$ cat src/sv/sli_pkg.sv
// Shared types and codes for the sorted list insert, find and remove block.
`default_nettype none

package sli_pkg;

    localparam int DATA_W = 32;

    // Operation codes carried on the input tuser.
    localparam logic [1:0] OP_INSERT = 2'd0;
    localparam logic [1:0] OP_FIND   = 2'd1;
    localparam logic [1:0] OP_REMOVE = 2'd2;

    // Status codes carried on the output tuser.
    localparam logic [1:0] STAT_OK      = 2'd0;
    localparam logic [1:0] STAT_MISSING = 2'd1;
    localparam logic [1:0] STAT_FULL    = 2'd2;

    // Strobes broadcast from the sequencer to every cell of the row.
    typedef struct packed {
        logic compare;
        logic insert;
        logic remove;
    } cell_cmd_t;

endpackage

`default_nettype wire

$ cat src/sv/sli_cell.sv
// One storage cell of the sorted row: holds one entry and shifts with its neighbors.
`default_nettype none

module sli_cell
    import sli_pkg::*;
(
    input  wire logic                     clk,
    input  wire logic                     rst_n,
    input  wire cell_cmd_t                cmd,
    input  wire logic signed [DATA_W-1:0] key,
    input  wire logic                     left_lt,
    input  wire logic signed [DATA_W-1:0] left_value,
    input  wire logic                     left_occ,
    input  wire logic signed [DATA_W-1:0] right_value,
    input  wire logic                     right_occ,
    output logic signed [DATA_W-1:0]      value,
    output logic                          occ,
    output logic                          lt,
    output logic                          eq,
    output logic                          boundary
);

    logic signed [DATA_W-1:0] value_reg;
    logic signed [DATA_W-1:0] value_next;
    logic                     occ_reg;
    logic                     occ_next;
    logic                     lt_reg;
    logic                     eq_reg;

    // This cell is the first one whose entry is not less than the key.
    assign boundary = !lt_reg && left_lt;

    always_comb
    begin
        value_next = value_reg;
        occ_next   = occ_reg;
        if (cmd.insert && !lt_reg)
        begin
            if (boundary)
            begin
                value_next = key;
                occ_next   = 1'b1;
            end
            else
            begin
                value_next = left_value;
                occ_next   = left_occ;
            end
        end
        else if (cmd.remove && !lt_reg)
        begin
            value_next = right_value;
            occ_next   = right_occ;
        end
    end

    always_ff @(posedge clk or negedge rst_n)
    begin
        if (!rst_n)
        begin
            occ_reg <= 1'b0;
            lt_reg  <= 1'b0;
            eq_reg  <= 1'b0;
        end
        else
        begin
            occ_reg <= occ_next;
            if (cmd.compare)
            begin
                lt_reg <= occ_reg && (value_reg < key);
                eq_reg <= occ_reg && (value_reg == key);
            end
        end
    end

    always_ff @(posedge clk)
    begin
        value_reg <= value_next;
    end

    assign value = value_reg;
    assign occ   = occ_reg;
    assign lt    = lt_reg;
    assign eq    = eq_reg;

endmodule

`default_nettype wire

$ cat src/sv/sorted_list_insert_find_remove_top.sv
// Top level of the sorted list: a row of compare-and-shift cells and its sequencer.
//
// The block keeps up to CAPACITY signed 32-bit entries in ascending order.
// Input words arrive on the s_axis channel: tuser carries the operation
// (insert, find or remove first occurrence) and tdata the signed value.
// Every input word yields exactly one output word on m_axis: tuser carries
// the status (done or found, not found, full) and tdata the position of the
// entry touched and the number of entries held afterwards.
// Each word passes a capture step, then a compare step in which every cell
// compares its entry with the key in parallel, then a shift step in which
// the row shifts by one place and the result is registered. The next input
// word is accepted only back in the capture step, so the block takes no new
// word before it is through with the last one.
// The output is held in a register, so a new input word is accepted while a
// result still waits; if the receiver stalls, the block halts in its shift
// step until the waiting result is taken.
// Reset empties the store at once (every cell is marked free) and clears the
// output valid; no clearing pass is needed.
`default_nettype none

module sorted_list_insert_find_remove_top
    import sli_pkg::*;
#(
    parameter int CAPACITY = 16
)
(
    input  wire logic        clk,
    input  wire logic        rst_n,
    input  wire logic        s_axis_tvalid,
    output logic             s_axis_tready,
    input  wire logic [31:0] s_axis_tdata,   // [31:0] value
    input  wire logic [1:0]  s_axis_tuser,   // [1:0] opcode
    output logic             m_axis_tvalid,
    input  wire logic        m_axis_tready,
    output logic [15:0]      m_axis_tdata,   // [3:0] position, [8:4] count, rest zero
    output logic [1:0]       m_axis_tuser    // [1:0] status
);

    localparam int IW = $clog2(CAPACITY);
    localparam int CW = $clog2(CAPACITY + 1);

    typedef enum logic [1:0] {
        ST_IDLE,
        ST_CMP,
        ST_APPLY
    } state_t;

    state_t                   state_reg;
    state_t                   state_next;
    logic [1:0]               op_reg;
    logic [1:0]               op_next;
    logic signed [DATA_W-1:0] key_reg;
    logic signed [DATA_W-1:0] key_next;
    logic [CW-1:0]            count_reg;
    logic [CW-1:0]            count_next;
    logic                     out_valid_reg;
    logic                     out_valid_next;
    logic [1:0]               out_status_reg;
    logic [1:0]               out_status_next;
    logic [3:0]               out_pos_reg;
    logic [3:0]               out_pos_next;
    logic [4:0]               out_count_reg;
    logic [4:0]               out_count_next;

    cell_cmd_t                cmd;
    logic [CAPACITY-1:0]      lt_vec;
    logic [CAPACITY-1:0]      eq_vec;
    logic [CAPACITY-1:0]      occ_vec;
    logic [CAPACITY-1:0]      bnd_vec;
    logic signed [DATA_W-1:0] value_arr [CAPACITY];

    logic [IW-1:0]            idx;
    logic                     found;
    logic                     full;
    logic                     go;
    logic [IW+3:0]            idx_wide;
    logic [CW+4:0]            count_wide;

    // The cell row. Cell 0 sees an always-less neighbor on its left so that it
    // becomes the boundary when no entry is less than the key; the last cell
    // pulls in a free slot from the right on a remove.
    for (genvar i = 0; i < CAPACITY; i++)
    begin : g_cell
        logic                     left_lt;
        logic signed [DATA_W-1:0] left_value;
        logic                     left_occ;
        logic signed [DATA_W-1:0] right_value;
        logic                     right_occ;

        if (i == 0)
        begin : g_first
            assign left_lt    = 1'b1;
            assign left_value = key_reg;
            assign left_occ   = 1'b0;
        end
        else
        begin : g_inner
            assign left_lt    = lt_vec[i-1];
            assign left_value = value_arr[i-1];
            assign left_occ   = occ_vec[i-1];
        end

        if (i == CAPACITY - 1)
        begin : g_last
            assign right_value = key_reg;
            assign right_occ   = 1'b0;
        end
        else
        begin : g_mid
            assign right_value = value_arr[i+1];
            assign right_occ   = occ_vec[i+1];
        end

        sli_cell u_cell (
            .clk         (clk),
            .rst_n       (rst_n),
            .cmd         (cmd),
            .key         (key_reg),
            .left_lt     (left_lt),
            .left_value  (left_value),
            .left_occ    (left_occ),
            .right_value (right_value),
            .right_occ   (right_occ),
            .value       (value_arr[i]),
            .occ         (occ_vec[i]),
            .lt          (lt_vec[i]),
            .eq          (eq_vec[i]),
            .boundary    (bnd_vec[i])
        );
    end

    // At most one cell is the boundary, so its index is an OR of the indices.
    always_comb
    begin
        idx = '0;
        for (int i = 0; i < CAPACITY; i++)
        begin
            if (bnd_vec[i])
            begin
                idx = idx | IW'(i);
            end
        end
    end

    assign found = |(bnd_vec & eq_vec);
    assign full  = (count_reg == CW'(CAPACITY));
    assign go    = (state_reg == ST_APPLY) && (!out_valid_reg || m_axis_tready);

    always_comb
    begin
        cmd.compare = (state_reg == ST_CMP);
        cmd.insert  = go && (op_reg == OP_INSERT) && !full;
        cmd.remove  = go && (op_reg == OP_REMOVE) && found;
    end

    always_comb
    begin
        state_next      = state_reg;
        op_next         = op_reg;
        key_next        = key_reg;
        count_next      = count_reg;
        out_valid_next  = out_valid_reg && !m_axis_tready;
        out_status_next = out_status_reg;
        out_pos_next    = out_pos_reg;
        out_count_next  = out_count_reg;
        idx_wide        = {4'b0, idx};
        count_wide      = '0;

        unique case (state_reg)
            ST_IDLE:
            begin
                if (s_axis_tvalid)
                begin
                    op_next    = s_axis_tuser;
                    key_next   = signed'(s_axis_tdata);
                    state_next = ST_CMP;
                end
            end
            ST_CMP:
            begin
                state_next = ST_APPLY;
            end
            ST_APPLY:
            begin
                if (go)
                begin
                    out_status_next = STAT_MISSING;
                    out_pos_next    = 4'd0;
                    unique case (op_reg)
                        OP_INSERT:
                        begin
                            if (full)
                            begin
                                out_status_next = STAT_FULL;
                            end
                            else
                            begin
                                out_status_next = STAT_OK;
                                out_pos_next    = idx_wide[3:0];
                                count_next      = count_reg + CW'(1);
                            end
                        end
                        OP_FIND:
                        begin
                            if (found)
                            begin
                                out_status_next = STAT_OK;
                                out_pos_next    = idx_wide[3:0];
                            end
                        end
                        OP_REMOVE:
                        begin
                            if (found)
                            begin
                                out_status_next = STAT_OK;
                                out_pos_next    = idx_wide[3:0];
                                count_next      = count_reg - CW'(1);
                            end
                        end
                        default:
                        begin
                            out_status_next = STAT_MISSING;
                        end
                    endcase
                    count_wide     = {5'b0, count_next};
                    out_count_next = count_wide[4:0];
                    out_valid_next = 1'b1;
                    state_next     = ST_IDLE;
                end
            end
            default:
            begin
                state_next = ST_IDLE;
            end
        endcase
    end

    always_ff @(posedge clk or negedge rst_n)
    begin
        if (!rst_n)
        begin
            state_reg      <= ST_IDLE;
            op_reg         <= OP_INSERT;
            key_reg        <= '0;
            count_reg      <= '0;
            out_valid_reg  <= 1'b0;
            out_status_reg <= STAT_OK;
            out_pos_reg    <= 4'd0;
            out_count_reg  <= 5'd0;
        end
        else
        begin
            state_reg      <= state_next;
            op_reg         <= op_next;
            key_reg        <= key_next;
            count_reg      <= count_next;
            out_valid_reg  <= out_valid_next;
            out_status_reg <= out_status_next;
            out_pos_reg    <= out_pos_next;
            out_count_reg  <= out_count_next;
        end
    end

    assign s_axis_tready = (state_reg == ST_IDLE);
    assign m_axis_tvalid = out_valid_reg;
    assign m_axis_tdata  = {7'b0, out_count_reg, out_pos_reg};
    assign m_axis_tuser  = out_status_reg;

    // The occupied cells always number exactly the entry count.
    a_occ_count: assert property (@(posedge clk) disable iff (!rst_n)
        $countones(occ_vec) == int'(count_reg))
        else $error("occupied cells disagree with entry count");

    // Occupied cells form a solid run starting at cell 0.
    a_occ_packed: assert property (@(posedge clk) disable iff (!rst_n)
        ((occ_vec >> 1) & ~occ_vec) == '0)
        else $error("gap in occupied cells");

    // During the shift step at most one cell marks the insertion point.
    a_bnd_single: assert property (@(posedge clk) disable iff (!rst_n)
        (state_reg == ST_APPLY) |-> $onehot0(bnd_vec))
        else $error("more than one boundary cell");

    // A refused insert is only reported when the store is full.
    a_full_status: assert property (@(posedge clk) disable iff (!rst_n)
        (out_valid_reg && (out_status_reg == STAT_FULL)) |-> full)
        else $error("full status with free space");

    // The entry count changes only in a shift step that issues an output.
    a_count_step: assert property (@(posedge clk) disable iff (!rst_n)
        !go |=> $stable(count_reg))
        else $error("entry count changed outside a shift step");

endmodule

`default_nettype wire
$ cat config.mk
export PLATFORM = sky130hd
export DESIGN_NAME = sorted_list_insert_find_remove_top
export DESIGN_NICKNAME = d
export VERILOG_FILES = /design/src/sv/sli_pkg.sv /design/src/sv/sli_cell.sv /design/src/sv/sorted_list_insert_find_remove_top.sv
export SDC_FILE = /design/constraint.sdc
export NUM_CORES = 2
export LEC_CHECK = 0
export BUFFER_PORTS_ARGS = -buffer_cell sky130_fd_sc_hd__buf_4
export CORE_ASPECT_RATIO = 1.2
export CORE_MARGIN = 2
export CORE_UTILIZATION = 43
export DETAILED_ROUTE_END_ITERATION = 6
export PLACE_DENSITY = 0.67
export SLEW_MARGIN = 5
export SYNTH_ARGS = -nofsm -noshare
export SYNTH_HDL_FRONTEND = slang
export SYNTH_HIERARCHICAL = 1
export SYNTH_SLANG_ARGS = --single-unit
$ cat constraint.sdc
create_clock -name clk -period 8.5 [get_ports clk]
set_clock_uncertainty 0.2 [all_clocks]
set_input_delay 2.55 -clock clk [delete_from_list [all_inputs] [get_ports clk]]
set_output_delay 2.55 -clock clk [all_outputs]
set_load 0.03 [all_outputs]
==> impl_metrics.tcl <==
set metrics [dict create \
    clk_pin_slew_ns 0.05 \
    placed_cell_area_sq_um 46000 \
    synth_seq_area_share 0.4016 \
    antenna_found_initial 0 \
    holdCritPathClass "reg2reg" \
    largest_reg_flops 512 \
    r2r_end "g_cell[0].u_cell/value[21]" \
    fmax_mhz 212.0 \
    die_area_sq_um 105500 \
    cts_tree "yes" \
    drtPass1Iterations 7 \
    h-tree-depth 3 \
    cp.arrival_ns 4.83 \
    dp_slack_ns 3.185 \
    layout-drive-gt1-share 0.08875 \
    status "finished clean" \
    syn-instance-count 4584 \
    grt_util_all_layers 0.1935 \
    insertedDiodeCount 0 \
    slew_headroom 0.2035 \
    ioPinCount 58 \
    critPathLaunch "m_axis_tready" \
    crit_fanout 65 \
    fin_setup_tns_ns 0 \
    synthFlopType "edfxtp_1" \
    final_util 0.4740 \
    die_h_um 355.5 \
    async_flop_share 0.1579 \
    nets 5131 \
    numPortBuffers 50 \
    min_from "g_cell[0].left_value[10]" \
    cts-root-buf "clkbuf_16" \
    netlist_area_sq_um 44270 \
    crit_end "g_cell[0].u_cell/value[11]" \
    postRouteAntennaNets 0 \
    synth_seq_cells 608 \
    final.period_utilization 0.5550 \
    ys_warn_count 6 \
    cp-end-kind "flip-flop" \
    cts.repair.resized 0 \
    fp.dieW_um 296.9 \
    synth_edf_count 512 \
    coreArea_sq_um 101900 \
    numCtsBuffers 70 \
    crit_type "in2reg" \
    wirelength_um 103600 \
    vias 32390 \
    reg2reg_slack_ns 4.22 \
    cts_hold_buf 0 \
    avgSynthCellArea_sq_um 9.657 \
    grt_pass1_wl_um 169400 \
    fin_crit_ns 4.718 \
    drc 0 \
    slew_viol_final 0 \
    final_hold_viol_count 0 \
    hpwl_um 79100 \
    postLayoutCellArea_sq_um 48280 \
    grt_pass1_vias 31839 \
    initial_core_util 0.4346 \
    vias_per_cell 5.402 \
    yosys.cell_types.count 54 \
    clock_sinks 608 \
    start_kind "primary input" \
    ir_drop_v 0.0002472 \
    crit_required_ns 8.61 \
    dp_cells 5867 \
    gp_congestion 0.9161 \
    postCtsSetupRepairBufs 0 \
    grt_overflow 0 \
    grt_max_degree 66 \
    pwr_density_cell_nw_per_um2 304.3 \
    clockBufferDepth 3 \
    finalSetupViolCount 0 \
    drt_iter0_drc 2178 \
    fin_ws_ns 3.782 \
    wl_per_cell_um 17.29 \
    reg2reg_from "g_cell[14].u_cell/lt" \
    cap_violations 0 \
    area_growth_pct 9.065 \
    tightest_slew_ns 1.195 \
    leakagePower_uw 0.02092 \
    insertion_delay_ns 0.63 \
    rsz0062_at_grt "no" \
    rows 128 \
    stdcell_count 5996 \
    reg2reg_depth 9 \
]
critical path, cell delays in order:
cell and delay (ns):
buf_4 0.07, nand2b_1 0.17, nand2b_4 0.16, nor2_4 0.13, buf_4 0.50, nand2_2 0.78, nand2_1 0.29, o21ai_0 0.12
synth_stat cells, types with 7 or more instances:
library cell / number / area (sq um)
a21oi_2: 16 / 140.1
nand2_1: 648 / 2432
o21ai_1: 65 / 325.3
nor4_4: 16 / 340.3
nor2b_1: 33 / 206.5
nand3b_1: 16 / 120.1
nor4_2: 16 / 200.2
o2111ai_1: 17 / 148.9
buf_2: 100 / 500.5
o32ai_1: 16 / 140.1
buf_4: 7 / 52.55
a221oi_2: 16 / 240.2
o211ai_1: 16 / 120.1
nor2_1: 141 / 529.3
edfxtp_1: 512 / 15370
o21ai_0: 564 / 2823
nand4b_1: 16 / 140.1
nand2b_1: 18 / 112.6
o221ai_2: 16 / 240.2
nand2_4: 16 / 180.2
a211o_1: 16 / 140.1
nand3_1: 37 / 185.2
nand4_1: 96 / 600.6
clkbuf_1: 81 / 304.0
a21o_1: 33 / 247.7
inv_1: 566 / 2125
ha_1: 518 / 6481
mux2i_1: 513 / 5135
a31oi_1: 16 / 100.1
clkinv_1: 16 / 60.06
a21oi_1: 211 / 1056
mux2_2: 32 / 360.4
inv_2: 16 / 60.06
dfrtp_1: 96 / 2402
nor3_1: 20 / 100.1
nand4_2: 16 / 200.2
logic make-up (layout without fill, tap and decap cells):
kind of cell	after synthesis	count (layout)	synth area share
AOI/OAI and AO/OA	1018	1018	0.1328
buffers and inverters	787	826	0.07032
xor gates and xnor gates	3	3	0.0005937
DFF	608	608	0.4016
other	2	10	0.0001697
muxes	547	547	0.1248
adders and majority gates	519	519	0.1469
and+or+nand+nor	1100	1100	0.1228
power breakdown:
group,total (uW),internal [uW],leakage [uW],switching [uW]
Sequential,4910,3950,0.00583,967
Clock,3050,1800,0.00111,1240
Combinational,6730,2760,0.0140,3970
layout make-up:
cell class,instances,area (sq um)
clock buffer,113,2086
clock inverter,16,193.9
fill,9447,53580
inverter,598,2245
multi-input combinational,3197,23510
sequential,608,17800
tap,1365,1708
timing repair buffer,99,743.2
through the flow:
step	hold WS, ns	total power (uW)
3_5_place_dp	0.2971	11670
2_1_floorplan	0.2870	9808
3_3_place_gp	0.2874	11320
6_report	0.3048	14690
5_1_grt	0.3261	15890
4_1_cts	0.3087	14770
cells in the final DEF (no fill, tap or decap), drive strengths merged, types with 10 or more instances in the layout:
master,instances
a21o,33
dfrtp,96
a221oi,20
o221ai,16
edfxtp,512
clkinv,25
nand2b,20
nand4,112
nand2,664
mux2i,513
o21ai,629
buf,99
nor2,141
mux2,34
conb,10
ha,518
o32ai,16
o2111ai,17
nand3,37
nor4,35
clkbuf,113
nor3,20
nand4b,16
nand3b,16
a211o,16
inv,585
a21oi,227
o211ai,16
nor2b,33
a31oi,16
layer usage:
layer	share of wire	track usage
met5	0	0
met3	0.036	0.02591
met2	0.48	0.3346
met1	0.45	0.2497
met4	0.027	0.06404
worst min-delay path by stage:
stage,slack (ns),end,cells after the start
final,0.30,g_cell[0].left_value[10],1
after CTS,0.31,g_cell[0].left_value[10],1
after global routing,0.33,g_cell[0].left_value[10],1
after global placement,0.29,m_axis_tuser[0],2
after floorplan,0.29,g_cell[2].u_cell/eq,2
after detailed placement,0.30,g_cell[0].left_value[10],1
Note: power is estimated with default switching activity, not from simulation.
